## config.mk

```make
export PLATFORM = sky130hd
export DESIGN_NAME = gcd_isqrt
export DESIGN_NICKNAME = d
export VERILOG_FILES = /design/src/sv/gcd_pkg.sv /design/src/sv/gcd_isqrt.sv
export SDC_FILE = /design/constraint.sdc
export NUM_CORES = 2
export LEC_CHECK = 0
export BUFFER_PORTS_ARGS = -buffer_cell sky130_fd_sc_hd__buf_2
export CAP_MARGIN = 10
export CELL_PAD_IN_SITES_DETAIL_PLACEMENT = 1
export CELL_PAD_IN_SITES_GLOBAL_PLACEMENT = 1
export CORE_ASPECT_RATIO = 0.75
export CORE_MARGIN = 3
export CORE_UTILIZATION = 47
export DETAILED_ROUTE_END_ITERATION = 7
export PLACE_DENSITY = 0.81
export RECOVER_POWER = 25
export SETUP_SLACK_MARGIN = 0.05
export SYNTH_ARGS = -nofsm -noshare
export SYNTH_HDL_FRONTEND = slang
export SYNTH_SLANG_ARGS = --single-unit
```

## constraint.sdc

```tcl
create_clock -name clk_i -period 3.35 [get_ports clk_i]
set_clock_uncertainty 0.2 [all_clocks]
set_input_delay 0.335 -clock clk_i [delete_from_list [all_inputs] [get_ports clk_i]]
set_output_delay 0.335 -clock clk_i [all_outputs]
set_load 0.005 [all_outputs]
```

## src/sv/gcd_pkg.sv

```systemverilog
// gcd_pkg: shared types and constants for the great-circle distance pipeline.
// No dependencies; every other file refers to it by scoped names.
package gcd_pkg;

  // field widths
  localparam int LAT_W  = 24;
  localparam int LON_W  = 25;
  localparam int DIST_W = 26;
  localparam int RAD_W  = 16;

  // degree difference operand and result widths
  localparam int OPD_W = 25;
  localparam int DIF_W = 26;

  // datapath widths
  localparam int ANG_W  = 32;  // binary angle, one turn = 2^32
  localparam int SC_W   = 32;  // Q30 sine/cosine
  localparam int Z_W    = 33;  // residual angle in the rotation CORDIC
  localparam int VEC_W  = 33;  // vectoring CORDIC x/y/angle
  localparam int ROOT_W = 31;  // Q30 value in [0, 1], and its root
  localparam int RT_N_W = 2 * ROOT_W - 1;
  localparam int RT_R_W = RT_N_W + 1;

  localparam int DEG_HALF_TURN = 180;
  localparam int TWO           = 2;
  // degrees-to-turns: the divide by 360 becomes a divide by 45 after dropping three zero bits
  localparam int DEG_PRESHIFT = 3;
  localparam int DEG_DIV      = TWO * DEG_HALF_TURN / (1 << DEG_PRESHIFT);
  localparam int DEG_BIAS     = DEG_HALF_TURN / (1 << DEG_PRESHIFT);
  localparam int QUO_W        = 21;
  localparam int REM_W        = 7;
  localparam int IDX_W        = 6;
  localparam logic [26:0] DIV_RECIP = 27'((64'd1 << 32) / DEG_DIV);

  localparam logic [ROOT_W-1:0] Q30_ONE         = 31'h4000_0000;
  localparam logic [SC_W-1:0]   CORDIC_GAIN_INV = 32'h26DD_3B6A;
  localparam logic [29:0]       PI_Q28          = 30'd843314857;
  localparam logic [RAD_W-1:0]  RADIUS_RESET    = 16'd6371;

  localparam logic [31:0] ATAN_TURNS [32] = '{
    32'h20000000, 32'h12E4051E, 32'h09FB385B, 32'h051111D4,
    32'h028B0D43, 32'h0145D7E1, 32'h00A2F61E, 32'h00517C55,
    32'h0028BE53, 32'h00145F2F, 32'h000A2F98, 32'h000517CC,
    32'h00028BE6, 32'h000145F3, 32'h0000A2F9, 32'h0000517C,
    32'h000028BE, 32'h0000145F, 32'h00000A2F, 32'h00000517,
    32'h0000028B, 32'h00000145, 32'h000000A2, 32'h00000051,
    32'h00000028, 32'h00000014, 32'h0000000A, 32'h00000005,
    32'h00000002, 32'h00000001, 32'h00000000, 32'h00000000
  };

  // pipeline control handed to each datapath block
  typedef struct packed {
    logic adv;  // all stages advance
    logic vld;  // item entering the first stage
  } gcd_ctl_t;

endpackage

```

## src/sv/gcd_isqrt.sv

```systemverilog
// gcd_isqrt: Q30 square root, restoring digit-by-digit, one result bit per stage.
// Depends on gcd_pkg.
module gcd_isqrt (
  input  logic                       clk_i,
  input  logic                       rst_ni,
  input  gcd_pkg::gcd_ctl_t          ctl_i,
  input  logic [gcd_pkg::ROOT_W-1:0] val_i,
  output logic                       vld_o,
  output logic [gcd_pkg::ROOT_W-1:0] root_o
);
  localparam int NW    = gcd_pkg::RT_N_W;
  localparam int RW    = gcd_pkg::RT_R_W;
  localparam int STAGES = gcd_pkg::ROOT_W;

  logic [NW-1:0] n_q [STAGES];
  logic [RW-1:0] r_q [STAGES];
  logic          vld_q [STAGES];

  for (genvar j = 0; j < STAGES; j++) begin : g_stage
    localparam logic [RW-1:0] BIT = RW'(1) << (NW - 1 - 2 * j);
    logic [NW-1:0] n_in;
    logic [RW-1:0] r_in, sum;
    logic          v_in;

    if (j == 0) begin : g_first
      assign n_in = {val_i, (gcd_pkg::ROOT_W - 1)'(0)};
      assign r_in = '0;
      assign v_in = ctl_i.vld;
    end else begin : g_next
      assign n_in = n_q[j-1];
      assign r_in = r_q[j-1];
      assign v_in = vld_q[j-1];
    end

    assign sum = r_in + BIT;

    always_ff @(posedge clk_i or negedge rst_ni) begin
      if (!rst_ni) begin
        vld_q[j] <= 1'b0;
      end else if (ctl_i.adv) begin
        vld_q[j] <= v_in;
      end
    end

    always_ff @(posedge clk_i) begin
      if (ctl_i.adv) begin
        if ({1'b0, n_in} >= sum) begin
          n_q[j] <= NW'({1'b0, n_in} - sum);
          r_q[j] <= (r_in >> 1) + BIT;
        end else begin
          n_q[j] <= n_in;
          r_q[j] <= r_in >> 1;
        end
      end
    end
  end

  assign vld_o  = vld_q[STAGES-1];
  assign root_o = r_q[STAGES-1][gcd_pkg::ROOT_W-1:0];
endmodule

```

Word level (Yosys, flattened, before mapping)
Memories as Yosys holds them, arrays and structs flattened. Index checks and enable logic that the tools add are counted.

Add/sub/neg operators: 91. Magnitude comparators: 31. Multiplexer cells: 248. Bitwise operators: 62.

Operators by type and width (count): $mux 62 (31); $mux 61 (31); $ge 61x62->1 (30); $sub 61x61->61 (30); $mux 1 (186); $add 61x1->62 const B (1); $add 61x11->62 const B (1); $add 61x13->62 const B (1); $add 61x15->62 const B (1); $add 61x17->62 const B (1); $add 61x19->62 const B (1); $add 61x21->62 const B (1); $add 61x23->62 const B (1); $add 61x25->62 const B (1); $add 61x27->62 const B (1); $add 61x29->62 const B (1); $add 61x3->62 const B (1); $add 61x31->62 const B (1); $add 61x33->62 const B (1); $add 61x35->62 const B (1); $add 61x37->62 const B (1); $add 61x39->62 const B (1); $add 61x41->62 const B (1); $add 61x43->62 const B (1); 44 further kinds (105).

Flip-flop bits (word level): 31. Memory bits (writable): 3813. Output and inout port bits: 32. Memories: 2.

Memories: r_q (depth 31, width 62, read ports 31, clocked after Yosys merged registers in 0, write ports 31, RTL line gcd_isqrt.sv:16) `logic [RW-1:0] r_q [STAGES];`; n_q (depth 31, width 61, read ports 30, clocked after Yosys merged registers in 0, write ports 31, RTL line gcd_isqrt.sv:15) `logic [NW-1:0] n_q [STAGES];`.

Logic depth before layout (Yosys ltp)
An unclocked memory read counts as a cell.

Depth after elaboration: 7. Depth in mapped cells: 15.

Worst setup path after synthesis
No wires, ideal clock.

Path type: input to register. Start point: input ctl_i[1] in the netlist's numbering. End point: memory n_q[1][795] in the netlist's numbering (enable). Library setup time: 0.478 ns. Data arrival time: 4.013 ns. Setup slack: -1.341 ns. Cell stages on the path: 6. Path buffers: 6. Cell sequence: clkbuf_1 > clkbuf_1 > clkbuf_1 > clkbuf_1 > clkbuf_1 > clkbuf_1.

RTL lines: from (decl) (RTL line gcd_isqrt.sv:6) `input gcd_pkg::gcd_ctl_t ctl_i,`; to (decl) (RTL line gcd_isqrt.sv:15).

==> results.yml <==
clock_tree:
  clock_latency_ns: 0.89
  clk_pin_slew_ns: 0.08
  clock_sinks: 1652
  clockBufferDepth: 3
  root_buffer: "clkbuf_16"
  cts_buffers: 168
  cts_tree: "yes"
  htree_levels: 4
routing:
  drcViolationCount: 0
  wl_per_cell_um: 32.9
  antenna_left: 0
  dr.pass1.iters: 7
  wl_um: 391000
  vias: 79300
  vias_per_cell: 6.68
  drtIter0Drc: 12100
worst_setup_path:
  startpoint_type: "flip-flop"
  critPathKind: "reg2reg"
  end_kind: "flip-flop"
  crit_path_max_fanout: 5
  crit_required_ns: 3.87
  critical_path_arrival_ns: 4.72
place:
  pre_cts_ws_ns: -0.727
  dp_hpwl_um: 198000
  gp_congestion: 0.917
  port_buffers: 66
  dp.cells: 11000
  dpl_cell_area_sq_um: 98400
timing:
  min_period_over_period_pct: 126
  hold_ws_ns: 0.0566
  tightest_slew_ns: 1.57
  final_hold_viol_count: 0
  drv_slew: 32
  worst_slack_ns: -0.856
  fin_crit_ns: 4.21
  timing.fmax_mhz: 238
  finalSetupViolations: 636
  rsz0062_at_grt: "yes"
  maxSlewHeadroom_pct: -4.72
floorplanning:
  initial_utilization_pct: 47.4
  dieArea_sq_um: 193000
  ios: 67
  row_count: 137
  die_h_um: 381
  core-area_sq_um: 186000
  fp.dieW_um: 506
grt:
  antenna_found_initial: 28
  overflow: 0
  grt_use_total_pct: 32.5
  grt_pass1_vias: 76800
  grt_pass1_wl_um: 486000
  grt_max_degree: 171
final_layout:
  area_delta_synth_final_pct: 31.6
  layout.nets: 9764
  fillCellCount: 18600
  layout.area.seq_sq_um: 49500
  fin_cells: 11900
  drive_gt1_share_pct: 28.8
  multi_input_area_sq_um: 42700
  final_cell_mix: "1621 x edfxtp_1, 985 x buf_4, 634 x inv_1"
  stdcell_area_sq_um: 116000
  layout_commonest_cell: "edfxtp_1"
logic_synthesis:
  seq_area_frac_synth_pct: 56.1
  synth_top_family_by_area: "simple AND/OR/NAND/NOR gates"
  syn_area_sq_um: 88200
  synth_warnings: 0
  synth_compound_area_share_pct: 11.7
  yosys.area_share.xor_xnor_pct: 7.51
  post_synth_fa_ha_maj_area_fraction_pct: 7.34
  synth-simple-area-share_pct: 12.7
  async_reset_ff_share_pct: 1.88
  synth_nets: 8289
  avgSynthCellArea_sq_um: 11.4
  synth-edff-count: 1621
  synth.area.mux_share_pct: 1.02
  synth_ff_type: "edfxtp_1"
  synth_cells: 7746
  synth_seq_cells: 1652
  ys_types: 92
status:
  violations: "capacitance limit, slew limit, setup timing"
  status: "complete, but fails checks"
pwr:
  p_per_area_nw_per_um2: 664
  ir_drop_mv: 0.455
  p_leak_nw: 45.7
min_path:
  min_path_type: "in2reg"
flow_run:
  drv_cap: 1
cell type report:
| cell class | count | share of cell area (%) |
|---|---|---|
| sequential | 1652 | 42.6 |
| multi-input combinational | 5243 | 36.8 |
| timing repair buffer | 1487 | 10.9 |
| clock buffer | 200 | 3.74 |
| tap | 2502 | 2.70 |
| inverter | 669 | 2.20 |
| clock inverter | 109 | 1.03 |
| antenna | 14 | 0.0302 |
state kept, by name, indices dropped and copies added (netlist names):
signal / cells
g_stage.v_in: 30
n_q: 1126
r_q: 495
vld_o: 1
cells in the mapped netlist (all sizes together) (11+ instances only):
cell	instances	area [sq um]
or4	43	334
o2111ai	13	114
buf	22	105
nor3	211	1060
fa	15	300
nor2	468	1760
a221oi	11	96.3
a311oi	11	109
xor2	384	3360
o21bai	52	390
nor3b	19	143
ha	493	6170
clkbuf	160	603
inv	669	2510
dfrtp	31	776
a2111oi	25	239
a31oi	43	269
nand4b	23	201
nand3b	22	165
o21a	70	526
o211ai	43	328
nand4	89	557
o31ai	38	290
mux2	72	811
nand2	654	2460
nor4b	38	348
nor2b	78	488
a21o	177	1330
a211o	21	184
a21boi	13	97.6
a211oi	69	531
edfxtp	1621	48700
nor4	149	957
or2	42	263
a41oi	15	131
nand3	120	601
a21oi	434	2170
o21ai	539	2700
nand2b	93	582
and2	22	138
and3	39	244
or3	90	563
xnor2	372	3260
and4	12	105
o31a	13	114
worst max-delay path: stages (launching register included):
cell	delay (ns)
edfxtp_1	0.44
ha_1	0.34
buf_4	0.16
a21o_1	0.16
buf_4	0.13
nand4_1	0.48
a41oi_1	0.56
nand3_1	0.23
o31ai_4	0.16
a41oi_4	0.20
or4b_4	0.60
nor3_4	0.18
xor2_1	0.22
path summary, 6_finish.rpt:
check	start	to	slack (ns)	cells past startpoint
worst max-delay path	n_q[1][572]$_DFFE_PP_	n_q[1][651]$_DFFE_PP_	-0.86	12
worst min-delay path	ctl_i[0]	g_stage[1].v_in$_DFFE_PN0P_	0.06	3
worst max register to register	n_q[1][572]$_DFFE_PP_	n_q[1][651]$_DFFE_PP_	-0.86	12
worst min register to register	n_q[0][465]$_DFFE_PP_	n_q[0][526]$_DFFE_PP_	0.25	0
max in group asynchronous	rst_ni	g_stage[27].v_in$_DFFE_PN0P_	1.23	4
min in group asynchronous	rst_ni	g_stage[23].v_in$_DFFE_PN0P_	0.80	4
stage by stage:
stage / power [mW] / setup TNS (ns) / utilization, %
floorplan: 40.6 / -0.579 / -
global placement: 47.2 / -66.55 / 52.9
detailed placement: 48.4 / -128.35 / 52.9
CTS: 70.1 / -27.23 / 59.6
global route: 78.7 / -213.89 / 62.3
finish: 77.1 / -196.84 / 62.4
what timing repair did:
action / 4_1_cts / 5_1_grt
setup buffers: 205 / 245
gates cloned: 30 / 12
pin swaps: 259 / 369
resized for setup: 977 / 837
hold buffers: 66 / 0
setup endpoints to repair: 663 / 734
endpoints found under the hold margin: 177 / 0
cell families after synthesis:
logic type | Yosys count
compound gates | 1663
xor+xnor | 756
fa+ha+maj | 508
buf+inv | 851
flops | 1652
mux | 81
simple gates | 2235
power breakdown:
| part | switching, mW | leakage (nW) | total, mW | internal [mW] |
|---|---|---|---|---|
| Sequential | 3.82 | 15.7 | 30.7 | 26.9 |
| Combinational | 15.7 | 27.4 | 26.2 | 10.5 |
| Clock | 9.69 | 2.67 | 20.2 | 10.5 |
metal layers:
layer / GRT usage [%] / share of wire (%) / vias to the layer above
li1: - / - / 31400
met1: 43.0 / 35 / 39000
met2: 53.6 / 46 / 6650
met3: 6.32 / 11 / 2334
met4: 10.8 / 7.4 / 22
met5: 0 / 0.031 / -
Power figures use the tool's default switching activity.
