--- src/sv/gcd_pkg.sv ---
// gcd_pkg: shared types and constants for the great-circle distance pipeline.
// No dependencies; every other file refers to it by scoped names.
package gcd_pkg;

  // field widths
  localparam int LAT_W  = 24;
  localparam int LON_W  = 25;
  localparam int DIST_W = 26;
  localparam int RAD_W  = 16;

  // degree difference operand and result widths
  localparam int OPD_W = 25;
  localparam int DIF_W = 26;

  // datapath widths
  localparam int ANG_W  = 32;  // binary angle, one turn = 2^32
  localparam int SC_W   = 32;  // Q30 sine/cosine
  localparam int Z_W    = 33;  // residual angle in the rotation CORDIC
  localparam int VEC_W  = 33;  // vectoring CORDIC x/y/angle
  localparam int ROOT_W = 31;  // Q30 value in [0, 1], and its root
  localparam int RT_N_W = 2 * ROOT_W - 1;
  localparam int RT_R_W = RT_N_W + 1;

  localparam int DEG_HALF_TURN = 180;
  localparam int TWO           = 2;
  // degrees-to-turns: the divide by 360 becomes a divide by 45 after dropping three zero bits
  localparam int DEG_PRESHIFT = 3;
  localparam int DEG_DIV      = TWO * DEG_HALF_TURN / (1 << DEG_PRESHIFT);
  localparam int DEG_BIAS     = DEG_HALF_TURN / (1 << DEG_PRESHIFT);
  localparam int QUO_W        = 21;
  localparam int REM_W        = 7;
  localparam int IDX_W        = 6;
  localparam logic [26:0] DIV_RECIP = 27'((64'd1 << 32) / DEG_DIV);

  localparam logic [ROOT_W-1:0] Q30_ONE         = 31'h4000_0000;
  localparam logic [SC_W-1:0]   CORDIC_GAIN_INV = 32'h26DD_3B6A;
  localparam logic [29:0]       PI_Q28          = 30'd843314857;
  localparam logic [RAD_W-1:0]  RADIUS_RESET    = 16'd6371;

  localparam logic [31:0] ATAN_TURNS [32] = '{
    32'h20000000, 32'h12E4051E, 32'h09FB385B, 32'h051111D4,
    32'h028B0D43, 32'h0145D7E1, 32'h00A2F61E, 32'h00517C55,
    32'h0028BE53, 32'h00145F2F, 32'h000A2F98, 32'h000517CC,
    32'h00028BE6, 32'h000145F3, 32'h0000A2F9, 32'h0000517C,
    32'h000028BE, 32'h0000145F, 32'h00000A2F, 32'h00000517,
    32'h0000028B, 32'h00000145, 32'h000000A2, 32'h00000051,
    32'h00000028, 32'h00000014, 32'h0000000A, 32'h00000005,
    32'h00000002, 32'h00000001, 32'h00000000, 32'h00000000
  };

  // pipeline control handed to each datapath block
  typedef struct packed {
    logic adv;  // all stages advance
    logic vld;  // item entering the first stage
  } gcd_ctl_t;

endpackage

--- src/sv/gcd_out_if.sv ---
// gcd_out_if: result channel carrying one distance per item.
// Depends on gcd_pkg for the field width.
interface gcd_out_if;
  logic                        valid;
  logic                        ready;
  logic [gcd_pkg::DIST_W-1:0]  arc_distance;

  modport source (output valid, arc_distance, input ready);
  modport sink   (input valid, arc_distance, output ready);
endinterface

--- src/sv/gcd_outbuf.sv ---
// gcd_outbuf: two-entry output buffer (head register plus skid) for result items.
// Its room flag is registered and stalls the whole pipeline. Depends on gcd_pkg, gcd_out_if.
module gcd_outbuf (
  input  logic                       clk_i,
  input  logic                       rst_ni,
  input  logic                       vld_i,
  input  logic [gcd_pkg::DIST_W-1:0] dist_i,
  output logic                       room_o,
  gcd_out_if.source                  out_o
);
  logic [gcd_pkg::DIST_W-1:0] head_q, skid_q;
  logic                       head_vld_q, skid_vld_q;
  logic                       push, pop;

  assign room_o = !skid_vld_q;
  assign push   = vld_i && room_o;
  assign pop    = head_vld_q && out_o.ready;

  always_ff @(posedge clk_i or negedge rst_ni) begin
    if (!rst_ni) begin
      head_vld_q <= 1'b0;
      skid_vld_q <= 1'b0;
    end else if (pop && !push) begin
      head_vld_q <= skid_vld_q;
      skid_vld_q <= 1'b0;
    end else if (!pop && push) begin
      head_vld_q <= 1'b1;
      skid_vld_q <= head_vld_q;
    end
  end

  always_ff @(posedge clk_i) begin
    if (pop && push) begin
      head_q <= dist_i;
    end else if (pop) begin
      head_q <= skid_q;
    end else if (push && !head_vld_q) begin
      head_q <= dist_i;
    end
    if (push && head_vld_q && !pop) begin
      skid_q <= dist_i;
    end
  end

  assign out_o.valid        = head_vld_q;
  assign out_o.arc_distance = head_q;
endmodule

--- src/flat_wrapper.sv ---
// flat-port wrapper written by rule: the top's interface ports become plain ports
module gcd_outbuf_flat 
  (clk_i, rst_ni, vld_i, dist_i, room_o, out_o_valid, out_o_arc_distance, out_o_ready);
  gcd_out_if out_o_i ();
  input  logic clk_i;
  input  logic rst_ni;
  input  logic vld_i;
  input  logic [gcd_pkg::DIST_W-1:0] dist_i;
  output logic room_o;
  output wire logic [$bits(out_o_i.valid)-1:0] out_o_valid;
  output wire logic [$bits(out_o_i.arc_distance)-1:0] out_o_arc_distance;
  input wire logic [$bits(out_o_i.ready)-1:0] out_o_ready;
  assign out_o_valid = out_o_i.valid;
  assign out_o_arc_distance = out_o_i.arc_distance;
  assign out_o_i.ready = out_o_ready;
  gcd_outbuf u_core (.clk_i(clk_i), .rst_ni(rst_ni), .vld_i(vld_i), .dist_i(dist_i), .room_o(room_o), .out_o(out_o_i));
endmodule
--- config.mk ---
export PLATFORM = sky130hd
export DESIGN_NAME = gcd_outbuf_flat
export DESIGN_NICKNAME = d
export VERILOG_FILES = /design/src/sv/gcd_pkg.sv /design/src/sv/gcd_out_if.sv /design/src/sv/gcd_outbuf.sv /design/src/flat_wrapper.sv
export SDC_FILE = /design/constraint.sdc
export NUM_CORES = 1
export LEC_CHECK = 0
export BUFFER_PORTS_ARGS = -buffer_cell sky130_fd_sc_hd__clkbuf_2
export CAP_MARGIN = 40
export CORE_MARGIN = 3
export CORE_UTILIZATION = 55
export DETAILED_ROUTE_END_ITERATION = 16
export PLACE_DENSITY = 0.83
export SYNTH_ARGS = -nofsm -noshare
export SYNTH_HDL_FRONTEND = slang
export SYNTH_SLANG_ARGS = --single-unit
--- constraint.sdc ---
create_clock -name clk_i -period 7.9 [get_ports clk_i]
set_input_delay 0.79 -clock clk_i [delete_from_list [all_inputs] [get_ports clk_i]]
set_output_delay 0.79 -clock clk_i [all_outputs]
set_load 0.02 [all_outputs]
-- After elaboration in Yosys (flattened, before gate mapping)
Cells that the tools add are included.
- output and inout bits: 28
- register bits: 54
- logic and storage cells: 25
- multiplexer cells: 7
- reduce and logical (&&, ||, !) cells: 14
- operators with widths (kind ; number):
    $mux 26 ; 3
    $logic_and 1x1->1 ; 8
    $logic_not 1->1 ; 4
    $mux 1 ; 4
    $reduce_bool 3->1 ; 1
    $reduce_bool 2->1 ; 1

-- Longest topological paths before layout
- depth after elaboration: 6
- mapped depth: 6
- depth with buffers taken out: 5

-- Least setup slack after synthesis
OpenSTA, ideal clock, no wires.
- path type: input to register
- from: input port vld_i
- to: register u_core.skid_q[0] in the netlist's numbering, enable pin
- stages: 2
- required time: 7.458 ns
- setup slack: 4.766 ns
- data arrival time: 2.692 ns
- cell sequence: nand2b_1 > nor3_1
- cells in the longest elaborated chain, start to end: 3
- RTL lines (item ; line ; source):
    from (decl) ; flat_wrapper.sv:7 ; input logic vld_i;
    $logic_and 1x1->1 ; gcd_outbuf.sv:16 ; assign push = vld_i && room_o;
    $logic_and 1x1->1 (2 in series) ; gcd_outbuf.sv:40 ; if (push && head_vld_q && !pop) begin
    to (signal assigned) ; gcd_outbuf.sv:41 ; skid_q <= dist_i;
    to (decl) ; gcd_outbuf.sv:11 ; logic [gcd_pkg::DIST_W-1:0] head_q, skid_q;
Every way passes these cells.
A chain may end at the register's enable or synchronous reset.

-- Final worst setup path
- from: input port out_o_ready
- to: register u_core.head_q (netlist bit u_core.out_o.arc_distance[16]) (data pin)
- cells in the longest elaborated chain, start to end: 3
- elaborated cells on any way between the ends: 4
- RTL lines (item ; line ; source):
    from (decl) ; flat_wrapper.sv:12 ; input wire logic [$bits(out_o_i.ready)-1:0] out_o_ready;
    $logic_and 1x1->1 * ; gcd_outbuf.sv:17 ; assign pop = head_vld_q && out_o.ready;
    $mux 26 or $logic_and 1x1->1 (tied branches) ; gcd_outbuf.sv:35, gcd_outbuf.sv:33 ;
    $mux 26 * ; gcd_outbuf.sv:33 ; if (pop && push) begin
    to (signal assigned) ; gcd_outbuf.sv:34 ; head_q <= dist_i;
    to (signal assigned) ; gcd_outbuf.sv:36 ; head_q <= skid_q;
    to (signal assigned) ; gcd_outbuf.sv:38 ; head_q <= dist_i;
    to (decl) ; gcd_outbuf.sv:11 ;
Mark *: on every way between the ends. The rest lies on a longest branch, timed or not.

==> results.md <==
* Vias in the first global route at 1124
* Ys Warns at 0
* Met2 usage at 27.9%
* Arr. time, crit path at 2.22 ns
* Most common cell in the netlist: edfxtp_1
* Clock Latency Late Sink at 0.30 ns
* Most Crowded Layer GR: met2
* Synth Instances at 96
* Met3 global-route usage at 6.73%
* Core area at 0.00352 mm2
* Buffers on Ports at 57
* Placed cell area at 0.00245 mm2
* DRT Pass-1 Iters at 4
* Clock Tree Buf Depth at 2
* Leakage at 1.07 nW
* RSZ-0062 raised after global routing: false
* Switching pwr at 0.229 mW
* Main area contributors after synthesis: edfxtp_1 74%, mux2_4 14%, mux2_2 3.2%, dfrtp_1 2.4%, ha_1 1.2%
* Synth area leader: edfxtp_1
* Synth async-reset ratio at 3.70%
* Starting density of the core at 59.8%
* Max-cap violations at 0
* Post-Place Cells at 199
* Synthesized area at 0.00211 mm2
* Max-slew headroom at 67.2%
* Max VDD drop at 0.000188 V
* Fin crit share at 27.5%
* Final setup vio count at 0
* Top-Level Pins at 58
* Clock network fraction of total power at 21.7%
* Std-Cell Rows at 21
* Number of H-tree levels at 2
* Crit path max-delay cell type: nand3b_4
* 1st-iter DRT viols at 46
* Combinational power share at 26.8%
* Resized cells post-CTS at 0
* Max Transition Viols Final at 0
* Skew final at 0.00408 ns
* Post-DP HPWL at 2560 um
* Non-filler cells, final at 207
* # DRC at 0
* Total power at 0.802 mW
* F_max at 0.461 GHz
* Global Route Usage Sum at 16.9%
* Crit path from: out_o_ready
* #FFs+latches synth at 54
* Switching share of power at 28.6%
* Met1 GRT Util at 19.9%
* Final Critical Period at 2.17 ns
* Clock Root Buffer: clkbuf_8
* Synthesized netlist net count at 128
* Layout cell share with drive strength beyond 1 at 58.4%
* Final ANT Viol Nets at 0
* Yosys top cell area share at 74.1%
* Reg power frac at 51.5%
* Hold/Removal Path Class: in2async
* Crit. End Element: register
* Initial antenna violation count at 0
* CTS Buf Count at 5
* Final hold violation count at 0
* Worst Path Max Fanout at 26
* Commonest cells in the netlist: 52 x edfxtp_1, 20 x mux2_4, 6 x mux2_2
* Main synth FF type: edfxtp_1
* Req. time, crit path at 7.95 ns
* Post CTS Setup Buffer Count at 0
* Vias per cell at 5.07
* Pwr dens at 314 mW/mm2
* Crit-path leading delay family: simple AND/OR/NAND/NOR gates
* Wire per inst at 16.7 um
* Fin area at 0.00256 mm2
* R2r startpoint: u_core.out_o.valid
* Register area share after synthesis at 76.5%
* CTS clk-pin slew, worst paths at 0.08 ns
* WL final at 3450 um
* Worst Max-Slew Pin Slew at 0.491 ns
* Final GP Congestion at 0.664
* Die width at 67.9 um
* Layout overhead on the synthesized area at 21.4%
* Die H at 67.9 um
* Outcome: complete, no violations
* Internal at 0.572 mW
* First-pass GRT wire length at 5400 um
* Delay of the slowest cell on the worst path at 0.47 ns
* ANT cells at 0
* CTS tree: done
* Crit-path cells: clkbuf_2 -> and2_1 -> ha_1 -> nand3b_4 -> mux2_4
* Yosys cell types at 16
* # clock sinks at 54
* Grt ovf at 0
* Mapped Avg Cell Area at 21.9 um2
* Final #Nets at 192
* Cts hold-fix bufs at 0
* Via count at 1050
* Largest net degree at the start of global routing at 27
* Setup crit start kind: input pin
* CP Class: in2reg
* Worst Path Buf+Inv at 1
* Post-synth EDFFs at 52
* TNS Setup at 0 ns
* Die area at 0.00461 mm2
routing by layer:
layer / share of wire (%) / up-vias
met4: 1.5 / 0
met5: 0 / -
met3: 7.4 / 6
li1: - / 500
met1: 40 / 505
met2: 51 / 39
registers in the layout (all words and copies together), names as in the netlist:
register	cells
u_core.skid_vld_q	1
u_core.out_o.valid	1
u_core.out_o.arc_distance	26
u_core.skid_q	26
cell families after synthesis:
group                      after synthesis  share of synthesized area, %
DFF                                     54                          76.5
muxes                                   26                          17.5
and+or+nand+nor                          6                          2.32
buffers and inverters                    5                          1.60
AOI/OAI and AO/OA                        3                         0.950
adders and majority gates                2                          1.19
worst paths after layout:
| path | to | slack, ns | depth (start not counted) |
|---|---|---|---|
| setup / recovery | u_core.out_o.arc_distance[16] | 5.73 | 5 |
| hold / removal | u_core.out_o.valid | 0.26 | 1 |
| setup reg to reg | u_core.out_o.arc_distance[16] | 5.84 | 4 |
| hold reg to reg | u_core.out_o.arc_distance[24] | 0.55 | 1 |
| max in group asynchronous | u_core.skid_vld_q | 7.55 | 1 |
| min in group clk_i | u_core.out_o.arc_distance[24] | 0.55 | 1 |
cell type report:
type	count	area [um2]
timing repair buffer	59	300
inverter	3	11.3
multi-input combinational	37	470
tap	46	57.6
sequential	54	1610
clock inverter	1	30.0
clock buffer	7	76.3
fill	240	963
cells in the final DEF, fill, tap and decap left out:
| cell type | instances |
|---|---|
| clkbuf_1 | 2 |
| o21bai_2 | 1 |
| inv_1 | 3 |
| nand3b_4 | 1 |
| ha_1 | 2 |
| dfrtp_1 | 2 |
| mux2_2 | 6 |
| edfxtp_1 | 52 |
| clkbuf_2 | 57 |
| nand2_1 | 1 |
| bufinv_16 | 1 |
| buf_4 | 2 |
| mux2_4 | 20 |
| and2_1 | 1 |
| nand2b_1 | 1 |
| clkbuf_8 | 5 |
| a21oi_1 | 1 |
| nor3b_1 | 1 |
| o31ai_1 | 1 |
| nor3_2 | 1 |
stage by stage:
| step | setup slack, ns | hold slack [ns] | utilization [%] |
|---|---|---|---|
| final | 5.73 | 0.259 | 72.6 |
| after global routing | 5.66 | 0.239 | 72.6 |
| after CTS | 5.72 | 0.248 | 72.6 |
| after detailed placement | 5.38 | 0.536 | 69.6 |
| after global placement | 5.49 | 0.504 | 69.6 |
| after floorplan | 4.77 | 0.483 | - |
power by group through the flow:
stage          Sequential, mW  Combinational, mW  Clock [mW]
2_1_floorplan           0.474             0.0940           0
3_3_place_gp            0.416              0.210           0
3_5_place_dp            0.420              0.219           0
4_1_cts                 0.414              0.219       0.180
5_1_grt                 0.419              0.231       0.195
6_report                0.413              0.215       0.174
Power figures use the tool's default switching activity.
